==> src/rtl/dts_pkg.sv <==
// dts_pkg: shared types, states and functions of the token scanner
`timescale 1ns / 1ps
package dts_pkg;

  localparam int KwMaxLen  = 6;
  localparam int LengthMax = 255;
  localparam int FifoDepth = 4;

  localparam logic [5:0] K_NUM      = 6'd9;
  localparam logic [5:0] K_CHARLIT  = 6'd10;
  localparam logic [5:0] K_ID       = 6'd11;
  localparam logic [5:0] S_START    = 6'd59;
  localparam logic [5:0] S_APOS     = 6'd60;
  localparam logic [5:0] S_APOSLASH = 6'd61;
  localparam logic [5:0] S_NOTCHAR  = 6'd62;
  localparam logic [5:0] S_NONE     = 6'd63;

  localparam logic [30:0] NumMax = 31'h7fff_ffff;

  typedef struct packed {
    logic [5:0]             state;
    logic [KwMaxLen-1:0][6:0] chars;
    logic [7:0]             len;
    logic [30:0]            accum;
    logic                   ovf;
  } lex_t;

  typedef struct packed {
    logic        status;
    logic [5:0]  kind;
    logic [7:0]  length;
    logic [30:0] value;
    logic [31:0] line;
    logic        last;
  } res_t;

  function automatic logic is_alpha(input logic [7:0] c);
    return (c >= "a" && c <= "z") || (c >= "A" && c <= "Z") || c == "_";
  endfunction

  function automatic logic is_digit(input logic [7:0] c);
    return c >= "0" && c <= "9";
  endfunction

  function automatic logic is_space(input logic [7:0] c);
    return c == 8'h20 || c == 8'h0a || c == 8'h09 || c == 8'h0b || c == 8'h0d;
  endfunction

  function automatic logic [5:0] start_state(input logic [7:0] c);
    logic [5:0] r;
    r = S_NONE;
    unique case (c)
      ":": r = 6'd21;  "(": r = 6'd22;  ")": r = 6'd23;  ";": r = 6'd24;
      "{": r = 6'd25;  "}": r = 6'd26;  ",": r = 6'd27;  "[": r = 6'd28;
      "]": r = 6'd29;  "=": r = 6'd30;  "!": r = 6'd31;  ">": r = 6'd35;
      "<": r = 6'd37;  "+": r = 6'd40;  "-": r = 6'd41;  "*": r = 6'd42;
      "@": r = 6'd43;  "$": r = 6'd44;  "/": r = 6'd45;  "%": r = 6'd46;
      "|": r = 6'd50;  "^": r = 6'd51;  "&": r = 6'd52;  "~": r = 6'd53;
      ".": r = 6'd57;  8'h27: r = S_APOS;
      default: r = S_NONE;
    endcase
    if (is_alpha(c)) r = K_ID;
    if (is_digit(c)) r = K_NUM;
    return r;
  endfunction

  function automatic logic [5:0] next_state(input logic [5:0] s, input logic [7:0] c);
    logic [5:0] r;
    r = S_NONE;
    priority case (s)
      S_START: r = start_state(c);
      K_ID:    r = (is_alpha(c) || is_digit(c)) ? K_ID : S_NONE;
      K_NUM:   r = is_digit(c) ? K_NUM : S_NONE;
      6'd30:   r = (c == "=") ? 6'd38 : S_NONE;
      6'd31:   r = (c == "=") ? 6'd39 : S_NONE;
      6'd50:   r = (c == "|") ? 6'd32 : S_NONE;
      6'd52:   r = (c == "&") ? 6'd33 : S_NONE;
      6'd35:   r = (c == "=") ? 6'd34 : ((c == ">") ? 6'd48 : S_NONE);
      6'd37:   r = (c == "=") ? 6'd36 : ((c == "<") ? 6'd47 : S_NONE);
      6'd40:   r = (c == "+") ? 6'd54 : S_NONE;
      6'd51:   r = (c == "^") ? 6'd49 : S_NONE;
      6'd41:   r = (c == "-") ? 6'd55 : ((c == ">") ? 6'd56 : S_NONE);
      S_APOS: begin
        if (c == 8'h5c) r = S_APOSLASH;
        else if (c == 8'h22 || c == 8'h27 || c == "?") r = S_NONE;
        else r = (c >= 8'h20 && c <= 8'h7e) ? S_NOTCHAR : S_NONE;
      end
      S_APOSLASH: begin
        if (c == 8'h5c || c == 8'h22 || c == 8'h27 || c == "?" || c == "n" ||
            c == "t" || c == "r" || c == "b" || c == "a" || c == "0" ||
            c == "f" || c == "v") r = S_NOTCHAR;
      end
      S_NOTCHAR: r = (c == 8'h27) ? K_CHARLIT : S_NONE;
      default: r = S_NONE;
    endcase
    if (c[7]) r = S_NONE;
    return r;
  endfunction

  // keyword text zero-padded to six characters, lowest byte first
  function automatic logic [5:0] keyword_kind(input logic [KwMaxLen-1:0][6:0] ch,
                                              input logic [7:0] len);
    logic [47:0] w;
    logic [5:0]  k;
    w = '0;
    for (int i = 0; i < KwMaxLen; i++) w[8*i +: 8] = {1'b0, ch[i]};
    k = K_ID;
    unique case (w)
      {16'h0, "niam"}:   k = 6'd0;
      {16'h0, "daer"}:   k = 6'd1;
      {8'h0, "tnirp"}:   k = 6'd2;
      {24'h0, "tni"}:    k = 6'd3;
      {16'h0, "rahc"}:   k = 6'd4;
      {16'h0, "loob"}:   k = 6'd5;
      "tcurts":          k = 6'd58;
      {16'h0, "eurt"}:   k = 6'd6;
      {8'h0, "eslaf"}:   k = 6'd7;
      {16'h0, "LLUN"}:   k = 6'd8;
      "nruter":          k = 6'd12;
      {32'h0, "fi"}:     k = 6'd13;
      {16'h0, "file"}:   k = 6'd14;
      {16'h0, "esle"}:   k = 6'd15;
      {24'h0, "rof"}:    k = 6'd16;
      {8'h0, "elihw"}:   k = 6'd17;
      {8'h0, "kaerb"}:   k = 6'd18;
      "eteled":          k = 6'd19;
      {24'h0, "wen"}:    k = 6'd20;
      default:           k = K_ID;
    endcase
    if (len > 8'(KwMaxLen)) k = K_ID;
    return k;
  endfunction

endpackage

==> src/rtl/dfa_token_scanner_unit.sv <==
// dfa_token_scanner_unit: top level of the byte-stream lexer
//
// channel  dir  tdata                                   tuser     tlast
// s_*      in   [7:0] text_byte                         -         end_of_text
// m_*      out  kind, length, number_value, line_number status    last_of_run
//
// one byte per cycle while the queue has room: input register, then transition
// logic into a four-entry result queue, from whose registers a result is offered.
// bytes move on while the queue holds two or fewer; with a ready sink only bytes
// causing two results grow a non-empty queue, and input stalls while three or more wait.
// rst clears the automaton, sets the line to one and empties the queue.
`timescale 1ns / 1ps
module dfa_token_scanner_unit (
  input  logic        clk,
  input  logic        rst,
  input  logic        s_tvalid,
  output logic        s_tready,
  input  logic [7:0]  s_tdata,   // text_byte
  input  logic        s_tlast,   // end_of_text
  output logic        m_tvalid,
  input  logic        m_tready,
  output logic [79:0] m_tdata,   // token_kind, token_length, number_value, line_number, zeros
  output logic        m_tuser,   // status
  output logic        m_tlast    // last_of_run
);

  logic          in_valid;
  logic [7:0]    in_byte;
  logic          in_end;
  logic          go, room;
  logic [1:0]    res_count;
  logic [2:0]    count;
  dts_pkg::res_t res0, res1, head;

  assign go       = in_valid && room;
  assign s_tready = !in_valid || go;

  always_ff @(posedge clk) begin
    if (rst) in_valid <= 1'b0;
    else if (s_tready) in_valid <= s_tvalid;
  end

  always_ff @(posedge clk) begin
    if (s_tready && s_tvalid) begin
      in_byte <= s_tdata;
      in_end <= s_tlast;
    end
  end

  dts_core u_core (
    .clk(clk), .rst(rst), .go(go), .text_byte(in_byte), .end_of_text(in_end),
    .res_count(res_count), .res0(res0), .res1(res1)
  );

  dts_fifo u_fifo (
    .clk(clk), .rst(rst), .push_count(res_count), .push0(res0), .push1(res1),
    .pop(m_tready), .not_empty(m_tvalid), .room_for_two(room), .head(head),
    .count(count)
  );

  assign m_tdata = {3'b000, head.line, head.value, head.length, head.kind};
  assign m_tuser = head.status;
  assign m_tlast = head.last;

  a_count_bound: assert property (@(posedge clk) disable iff (rst)
    count <= 3'(dts_pkg::FifoDepth)) else $error("result queue overfilled");

  a_error_sticky: assert property (@(posedge clk) disable iff (rst)
    m_tvalid && m_tuser |=> !(m_tvalid && !m_tuser)) else $error("token after error");

  a_go_room: assert property (@(posedge clk) disable iff (rst)
    res_count != 2'd0 |-> count <= 3'd2) else $error("push without room");

endmodule

==> src/rtl/dts_core.sv <==
// dts_core: scanner state registers and the per-item transition logic
`timescale 1ns / 1ps
module dts_core (
  input  logic              clk,
  input  logic              rst,
  input  logic              go,
  input  logic [7:0]        text_byte,
  input  logic              end_of_text,
  output logic [1:0]        res_count,
  output dts_pkg::res_t     res0,
  output dts_pkg::res_t     res1
);

  dts_pkg::lex_t lex, lex_next;
  logic [31:0]   line_count, line_count_next;
  logic          in_comment, in_comment_next;
  logic          halted, halted_next;

  function automatic dts_pkg::lex_t clear_lex();
    dts_pkg::lex_t l;
    l = '0;
    l.state = dts_pkg::S_START;
    return l;
  endfunction

  function automatic dts_pkg::lex_t advance(input dts_pkg::lex_t l, input logic [5:0] nx,
                                            input logic [7:0] c);
    dts_pkg::lex_t o;
    logic [34:0]   v;
    o = l;
    for (int i = 0; i < dts_pkg::KwMaxLen; i++)
      if (l.len == 8'(i)) o.chars[i] = c[6:0];
    if (l.len < 8'(dts_pkg::LengthMax)) o.len = l.len + 8'd1;
    v = 35'(l.accum) * 35'd10 + 35'(c - "0");
    if (nx == dts_pkg::K_NUM && !l.ovf) begin
      if (v > 35'(dts_pkg::NumMax)) o.ovf = 1'b1;
      else o.accum = v[30:0];
    end
    o.state = nx;
    return o;
  endfunction

  function automatic logic finish_bad(input dts_pkg::lex_t l);
    return l.state >= dts_pkg::S_START ||
           (l.state == dts_pkg::K_NUM &&
            (l.ovf || (l.chars[0] == 7'h30 && l.len > 8'd1)));
  endfunction

  function automatic dts_pkg::res_t make_res(input logic err, input dts_pkg::lex_t l,
                                             input logic [31:0] line);
    dts_pkg::res_t r;
    r = '0;
    r.line = line;
    r.status = err;
    if (!err) begin
      r.kind = (l.state == dts_pkg::K_ID) ? dts_pkg::keyword_kind(l.chars, l.len) : l.state;
      r.length = l.len;
      r.value = (l.state == dts_pkg::K_NUM) ? l.accum : '0;
    end
    return r;
  endfunction

  always_comb begin
    dts_pkg::res_t r [2];
    logic [1:0]    n;
    logic [5:0]    nx;
    logic          bad;
    r[0] = '0;
    r[1] = '0;
    n = '0;
    nx = dts_pkg::S_NONE;
    bad = 1'b0;
    lex_next = lex;
    halted_next = halted;
    in_comment_next = in_comment;
    line_count_next = line_count;
    if (halted) begin
      r[0] = make_res(1'b1, lex, line_count);
      n = 2'd1;
    end else if (in_comment) begin
      if (text_byte == 8'h0a) in_comment_next = 1'b0;
    end else if (text_byte == "#") begin
      if (lex.state != dts_pkg::S_START) begin
        bad = finish_bad(lex);
        r[0] = make_res(bad, lex, line_count);
        n = 2'd1;
        if (bad) halted_next = 1'b1;
        else lex_next = clear_lex();
      end
      if (!halted_next) in_comment_next = 1'b1;
    end else begin
      nx = dts_pkg::next_state(lex.state, text_byte);
      if (nx != dts_pkg::S_NONE) begin
        lex_next = advance(lex, nx, text_byte);
      end else if (lex.state == dts_pkg::S_START) begin
        if (!dts_pkg::is_space(text_byte)) begin
          r[0] = make_res(1'b1, lex, line_count);
          n = 2'd1;
          halted_next = 1'b1;
        end
      end else begin
        bad = finish_bad(lex);
        r[0] = make_res(bad, lex, line_count);
        n = 2'd1;
        if (bad) begin
          halted_next = 1'b1;
        end else begin
          nx = dts_pkg::next_state(dts_pkg::S_START, text_byte);
          if (nx != dts_pkg::S_NONE) begin
            lex_next = advance(clear_lex(), nx, text_byte);
          end else begin
            lex_next = clear_lex();
            if (!dts_pkg::is_space(text_byte)) begin
              r[1] = make_res(1'b1, lex, line_count);
              n = 2'd2;
              halted_next = 1'b1;
            end
          end
        end
      end
    end
    if (!halted_next && end_of_text && lex_next.state != dts_pkg::S_START) begin
      bad = finish_bad(lex_next);
      r[n[0]] = make_res(bad, lex_next, line_count);
      n = n + 2'd1;
      if (bad) halted_next = 1'b1;
      else lex_next = clear_lex();
    end
    if (!halted_next) begin
      if (text_byte == 8'h0a && line_count != '1) line_count_next = line_count + 32'd1;
      if (end_of_text) begin
        in_comment_next = 1'b0;
        line_count_next = 32'd1;
      end
    end
    if (halted) begin
      halted_next = 1'b1;
      in_comment_next = in_comment;
      line_count_next = line_count;
    end
    r[0].last = (n == 2'd1);
    r[1].last = (n == 2'd2);
    res0 = r[0];
    res1 = r[1];
    res_count = go ? n : 2'd0;
  end

  always_ff @(posedge clk) begin
    if (rst) begin
      lex <= clear_lex();
      line_count <= 32'd1;
      in_comment <= 1'b0;
      halted <= 1'b0;
    end else if (go) begin
      lex <= lex_next;
      line_count <= line_count_next;
      in_comment <= in_comment_next;
      halted <= halted_next;
    end
  end

endmodule

==> src/rtl/dts_fifo.sv <==
// dts_fifo: four-entry result queue taking up to two results per cycle
`timescale 1ns / 1ps
module dts_fifo (
  input  logic          clk,
  input  logic          rst,
  input  logic [1:0]    push_count,
  input  dts_pkg::res_t push0,
  input  dts_pkg::res_t push1,
  input  logic          pop,
  output logic          not_empty,
  output logic          room_for_two,
  output dts_pkg::res_t head,
  output logic [2:0]    count
);

  dts_pkg::res_t entries [dts_pkg::FifoDepth];
  logic [1:0] wr_ptr, rd_ptr;
  logic       do_pop;

  assign not_empty    = count != 3'd0;
  assign room_for_two = count <= 3'd2;
  assign head         = entries[rd_ptr];
  assign do_pop       = pop && not_empty;

  always_ff @(posedge clk) begin
    if (push_count != 2'd0) entries[wr_ptr] <= push0;
    if (push_count == 2'd2) entries[wr_ptr + 2'd1] <= push1;
  end

  always_ff @(posedge clk) begin
    if (rst) begin
      wr_ptr <= '0;
      rd_ptr <= '0;
      count <= '0;
    end else begin
      wr_ptr <= wr_ptr + push_count;
      rd_ptr <= rd_ptr + 2'(do_pop);
      count <= count + 3'(push_count) - 3'(do_pop);
    end
  end

endmodule

==> config.mk <==
export PLATFORM = sky130hd
export DESIGN_NAME = dfa_token_scanner_unit
export DESIGN_NICKNAME = d
export VERILOG_FILES = /design/src/rtl/dts_pkg.sv /design/src/rtl/dfa_token_scanner_unit.sv /design/src/rtl/dts_core.sv /design/src/rtl/dts_fifo.sv
export SDC_FILE = /design/constraint.sdc
export NUM_CORES = 1
export LEC_CHECK = 0
export ABC_CLOCK_PERIOD_IN_PS = 16800
export BUFFER_PORTS_ARGS = -buffer_cell sky130_fd_sc_hd__buf_2
export CORE_MARGIN = 3
export CORE_UTILIZATION = 31
export DETAILED_ROUTE_END_ITERATION = 16
export GPL_ROUTABILITY_DRIVEN = 1
export SETUP_SLACK_MARGIN = 0.4
export SYNTH_ARGS = -nofsm -noshare
export SYNTH_HDL_FRONTEND = slang
export SYNTH_HIERARCHICAL = 1
export SYNTH_SLANG_ARGS = --single-unit
==> constraint.sdc <==
create_clock -name clk -period 16.8 [get_ports clk]
set_clock_uncertainty 0.15 [all_clocks]
set_input_delay 0 -clock clk [delete_from_list [all_inputs] [get_ports clk]]
set_output_delay 0 -clock clk [all_outputs]
set_load 0.01 [all_outputs]
# Word-level counts from Yosys, hierarchy flattened
# Memories as Yosys holds them, arrays and structs flattened. A register that Yosys moved wholly into a read port is not among the register bits.
# Cells that the tools add are included.
classes:
  add_sub_neg: 10
  multipliers: 1
  n_lt_le_gt_ge: 20
  n_eq_ne: 99
  n_mux: 129
  bitwise: 3
  n_reduce_logical: 50
op_table:
  columns: ["cell", "count"]
  rows:
  - ["$mux 88", 11]
  - ["$mux 79", 11]
  - ["$eq 42x28->1 const B", 16]
  - ["$mux 158", 3]
  - ["$eq 42x35->1 const B", 8]
  - ["$eq 42x21->1 const B", 6]
  - ["$eq 42x42->1 const B", 6]
  - ["$pmux 6 s19", 2]
  - ["$mux 6", 27]
  - ["$bwmux 158", 1]
  - ["$mux 45", 3]
  - ["$mux 32", 4]
  - ["$mux 31", 4]
  - ["$eq 8x6->1 const B", 12]
  - ["$pmux 6 s15", 1]
  - ["$eq 8x7->1 const B", 11]
  - ["$eq 42x14->1 const B", 2]
  - ["$demux 79 s1", 1]
  - ["$gt 35x31->1 const B", 2]
  - ["$eq 6x6->1 const B", 11]
  - ["$mux 7", 8]
  - ["$eq 6x4->1 const B", 6]
  - ["$add 35x35->35", 1]
  - ["$mul 31x3->34 const B", 1]
  - ["other kinds (45)", 154]
totals:
  regBits: 139
  mem_bits_rw: 316
  romBits: 1536
  input_bits: 13
  output_inout_bits: 84
  elab_cells: 334
  memories: 3
memory_table:
  columns: ["memory", "depth", "width", "rd", "rd_clocked_by_memory_dff", "wr", "line_no", "rtl"]
  rows:
  - ["(no name shown)", 128, 6, 1, 1, 0, "dts_pkg.sv:52", "unique case (c)"]
  - ["(no name shown)", 128, 6, 1, 1, 0, "dts_pkg.sv:52", null]
  - ["u_fifo.entries", 4, 79, 1, 1, 2, "dts_fifo.sv:16", "dts_pkg::res_t entries [dts_pkg::FifoDepth];"]

# Depth between registers and ports, before layout
logic_depth:
  depth_word: 41
  ltp_mapped: 36
  depth_no_buf: 34

# By module
# The synthesis kept the hierarchy.
modules_own_cells:
  columns: ["module", "instances", "cells_per_inst", "area_per_inst_um2"]
  rows:
  - ["dts_core", 1, 2463, 16563.4]
  - ["dts_fifo", 1, 810, 15564.9]
  - ["dfa_token_scanner_unit", 1, 19, 359.1]

# Least setup slack after synthesis
# OpenSTA, ideal clock, no wires.
synth_timing:
  path_type: "register to register"
  from: "register in_byte[4]"
  to: "memory u_fifo/entries[0][0] (netlist name), enable pin"
  setup_ps: 625
  arrival_time_ps: 10335
  t_required_ps: 16025
  path_slack_ps: 5690
  stages_incl_launch_ff: 23
  path_buffers: 5
  path_cell_list: "edfxtp_1 > buf_2 > clkinv_1 > ha_1 > a311oi_2 > o32a_1 > and3_1 > buf_4 > a21boi_1 > a2111o_1 > a211oi_2 > buf_4 > a211oi_1 > a211o_1 > nor4_1 > nand2_1 > and3_1 > clkbuf_1 > xnor2_1 > and2_1 > buf_4 > o21bai_1 > o21ai_0"
synth_lines:
  columns: ["element", "line_no", "rtl"]
  rows:
  - ["start, declared", "dfa_token_scanner_unit.sv:28", "logic [7:0] in_byte;"]
  - ["start signal, assigned", "dfa_token_scanner_unit.sv:45", "in_byte <= s_tdata;"]
  - ["end, declared", "dts_fifo.sv:16", null]

# Worst setup path in the final report
layout_timing:
  from: "register u_core/lex[3] (netlist name)"
  to: "register u_core/lex[67] (netlist name)"
layout_via:
  elab_chain_cells: 14
layout_rtl:
  columns: ["element", "line_no", "rtl"]
  rows:
  - ["start, declared", "dts_core.sv:14", "dts_pkg::lex_t lex, lex_next;"]
  - ["start signal, assigned", "dts_core.sv:150", "lex <= clear_lex();"]
  - ["start signal, assigned", "dts_core.sv:155", "lex <= lex_next;"]
  - ["$mul 31x3->34", "dts_core.sv:34", "v = 35'(l.accum) * 35'd10 + 35'(c - \"0\");"]
  - ["$add 35x35->35", "dts_core.sv:34", null]
  - ["$gt 35x31->1", "dts_core.sv:36", "if (v > 35'(dts_pkg::NumMax)) o.ovf = 1'b1;"]
  - ["$mux 1", "dts_core.sv:36", null]
  - ["$mux 32", "dts_core.sv:35", "if (nx == dts_pkg::K_NUM && !l.ovf) begin"]
  - ["$mux 88", "dts_core.sv:93", "if (nx != dts_pkg::S_NONE) begin"]
  - ["$mux 88", "dts_core.sv:82", "end else if (text_byte == \"#\") begin"]
  - ["$mux 88", "dts_core.sv:80", "end else if (in_comment) begin"]
  - ["$mux 88", "dts_core.sv:77", "if (halted) begin"]
  - ["$logic_or 1x1->1", "dts_core.sv:46", "(l.ovf || (l.chars[0] == 7'h30 && l.len > 8'd1)));"]
  - ["$logic_and 1x1->1", "dts_core.sv:45", "(l.state == dts_pkg::K_NUM &&"]
  - ["$logic_or 1x1->1", "dts_core.sv:44", "return l.state >= dts_pkg::S_START ||"]
  - ["$mux 88", "dts_core.sv:126", "if (bad) halted_next = 1'b1;"]
  - ["$mux 88", "dts_core.sv:122", "if (!halted_next && end_of_text && lex_next.state != dts_pkg::S_START) begin"]
# No other way between the ends.
# A chain may end at the register's enable or synchronous reset.

==> results.json <==
{
  "status": "completed",
  "setup.worst_path.start_class": "flip-flop",
  "top_layer": "met4",
  "finalCritPeriodShare": 0.583,
  "ir_drop_uv": 121,
  "maxSlewHeadroom": 0.173,
  "critPathMaxFanout": 38,
  "cp-startpoint": "u_core/lex[3]",
  "cp_slowest_stage_delay_ns": 0.77,
  "layout_setup_ws_ns": 7.01,
  "max_cap_violations": 0,
  "numCtsBuffers": 51,
  "finalWorstPathRequiredPeriod_ns": 9.79,
  "fp.dieW_um": 330,
  "numPortBuffers": 93,
  "p_clk_frac": 0.259,
  "final_cell_mix": "edfxtp_1 (325), mux2_2 (310), nand2_1 (285)",
  "wl_per_cell_um": 23.1,
  "power_density_nw_per_um2": 123,
  "crit_type": "reg -> reg",
  "cts_resized": 0,
  "p_switching_uw": 1830,
  "seqCellArea_um2": 12400,
  "layoutNonFillerInstCount": 4714,
  "final_max_slew_viol_count": 0,
  "ys_seq_area_frac": 0.381,
  "synth_edf_count": 325,
  "cts.htree.levels": 2,
  "wl_met1_um": 46600,
  "final_common_cell": "edfxtp_1",
  "rows": 118,
  "reg2reg_slack_ns": 7.01,
  "reg2reg_depth": 34,
  "fillers": 10409,
  "netlist.top_cell.by_area": "edfxtp_1",
  "drc": 0,
  "synth-compound-area-share": 0.149,
  "wl_met3_um": 9300,
  "fin_tns_setup_ns": 0,
  "synthFlopType": "edfxtp_1",
  "slowest_stage": "nand2_2",
  "antenna_found_initial": 2,
  "grt_max_degree": 63,
  "root_buffer": "clkbuf_16",
  "rsz0062_at_grt": "false",
  "synthCells": 3292,
  "start_util": 0.313,
  "post-place-ws_ns": 7.29,
  "clock-sinks": 455,
  "clock_latency_ns": 0.63,
  "multi_input_area_um2": 19000,
  "synth.avg_cell_area_um2": 9.87,
  "die_h_um": 330,
  "critPathCaptureType": "flip-flop",
  "async_flop_share": 0,
  "nets": 3412,
  "r2r-start": "u_core/lex[3]",
  "core-area_um2": 104000,
  "track_usage": 0.194,
  "swShare": 0.413,
  "power_frac_comb": 0.410,
  "yosysUniqueCellTypes": 102,
  "clockBufferDepth": 3,
  "synth_fa_ha_area_frac": 0.0423,
  "synthXorXnorAreaFrac": 0.0200,
  "dieArea_um2": 109000,
  "hpwlAfterDp_um": 74600,
  "cts_tree": "yes",
  "postCtsSetupRepairBufs": 0,
  "met2_length_um": 48400,
  "ys_seq_elements": 455,
  "p_int_uw": 2600,
  "gp_congestion": 1.05,
  "drt_pass1_iterations": 6,
  "endpoint": "u_core/lex[67]",
  "grt_pass1_wl_um": 165000,
  "yosys_warnings": 6,
  "clock.fmax_ghz": 0.102,
  "synth_area_leaders": "edfxtp_1 (30%), mux2_2 (11%), dfxtp_1 (8.0%), mux4_2 (5.5%), ha_1 (4.0%)",
  "n_antenna_cell": 0,
  "hold_viol_final": 0,
  "vias": 27788,
  "drt_wl_total_um": 109000,
  "setup_violations": 0,
  "r2r_end": "u_core/lex[67]",
  "required_ns": 17.17,
  "synth-simple-area-share": 0.195,
  "synth_mux_area_frac": 0.171,
  "syn_to_final_growth_pct": 11.0,
  "hold_path_class": "in -> reg",
  "power_frac_seq": 0.331,
  "path_clk_slew_ns": 0.07,
  "drtAntennaViolNets": 0,
  "first_iter_violations": 3351,
  "syn_area_um2": 32500,
  "grt_pass1_vias": 26352,
  "p_leak_uw": 0.0129,
  "dpl.cell_count": 4596,
  "worstMarginPinSlew_ns": 1.23,
  "overflow": 0,
  "synth_top_cell_area_share": 0.300,
  "synth_top_family_by_area": "simple AND/OR/NAND/NOR gates",
  "arrival_ns": 10.16,
  "drive_gt1_frac": 0.206,
  "vias_per_cell": 5.89,
  "io_pins": 97
}
==> cell usage after synthesis, drive strengths merged (12+ instances only) <==
cell	count
edfxtp	325
mux2	320
nand2	286
a21oi	223
nor2	204
nand3	151
o21ai	136
clkbuf	131
dfxtp	130
buf	124
ha	105
nor3	90
mux4	79
nor2b	69
nand4	58
and2	56
nor4	48
inv	44
xnor2	44
a22o	41
nand2b	41
or3	38
and3	35
a31oi	33
a21o	30
or4	28
xor2	25
a211oi	21
or2	21
a22oi	19
mux2i	17
o21a	15
o31ai	15
a32oi	14
nand3b	14
o22ai	14
o2111ai	12
==> repair_timing <==
item	CTS	global route
hold buffers	22	0
endpoints found under the hold margin	97	0
endpoints found under the setup margin	0	0
==> registers in the layout, indices dropped and copies added (netlist names) <==
signal / cells
u_fifo/entries: 316
u_core/in_comment: 1
in_byte: 8
u_fifo/wr_ptr: 2
u_fifo/count: 3
u_core/line_count: 32
u_core/lex: 88
u_fifo/rd_ptr: 2
u_core/halted: 1
in_end: 1
in_valid: 1
==> power groups by stage <==
stage	clock [uW]	combinational, uW	sequential, uW
after floorplan	0	1170	1450
after global placement	0	1770	1490
after detailed placement	0	1780	1490
after CTS	1170	1790	1470
after global routing	1210	1920	1480
final	1150	1820	1470
==> how the worst min path moves through the flow <==
stage / startpoint / to / slack, ns / cells past startpoint
after CTS: rst / u_core/lex[83] / 0.03 / 3
final: rst / u_core/lex[83] / 0.07 / 3
after global placement: s_tdata[1] / in_byte[1] / 0.03 / 1
after detailed placement: s_tdata[2] / in_byte[2] / 0.03 / 1
after floorplan: rst / in_valid / -0.09 / 1
after global routing: rst / u_core/lex[83] / 0.07 / 3
==> logic make-up after synthesis <==
kind of cell / Yosys count
simple gates: 1211
fa+ha+maj: 108
mux: 416
compound gates: 726
xor+xnor: 71
buf+inv: 303
other cells: 2
flops: 455
==> cell type report <==
type / instances / area share
clock buffer: 65 / 0.0385
tap: 1380 / 0.0479
clock inverter: 31 / 0.00919
inverter: 48 / 0.00499
multi-input combinational: 2566 / 0.526
timing repair buffer: 169 / 0.0303
sequential: 455 / 0.343
==> metal layers <==
layer / track usage / vias up
li1: - / 12611
met1: 0.266 / 13694
met2: 0.302 / 1228
met3: 0.0352 / 255
met4: 0.0755 / 0
met5: 0 / -
==> metrics by stage <==
stage | hold slack (ns) | instance area [um^2] | util | power [uW]
2_1_floorplan | -0.0876 | 32600 | - | 2620
3_3_place_gp | 0.0274 | 34100 | 0.329 | 3260
3_5_place_dp | 0.0284 | 34100 | 0.329 | 3270
4_1_cts | 0.0328 | 36100 | 0.348 | 4430
5_1_grt | 0.0707 | 36100 | 0.348 | 4610
6_report | 0.0717 | 36100 | 0.348 | 4430
==> critical path: cells and delay by family (launching register included) <==
| kind | cells | cell delay [ns] |
|---|---|---|
| AO/OA/AOI/OAI | 18 | 5.20 |
| AND/OR/NAND/NOR | 11 | 2.26 |
| adder cells (fa/ha/maj) | 3 | 1.01 |
| buffers and inverters | 1 | 0.53 |
| flip-flops | 1 | 0.44 |
| XOR/XNOR | 1 | 0.08 |
Power figures use the tool's default switching activity.
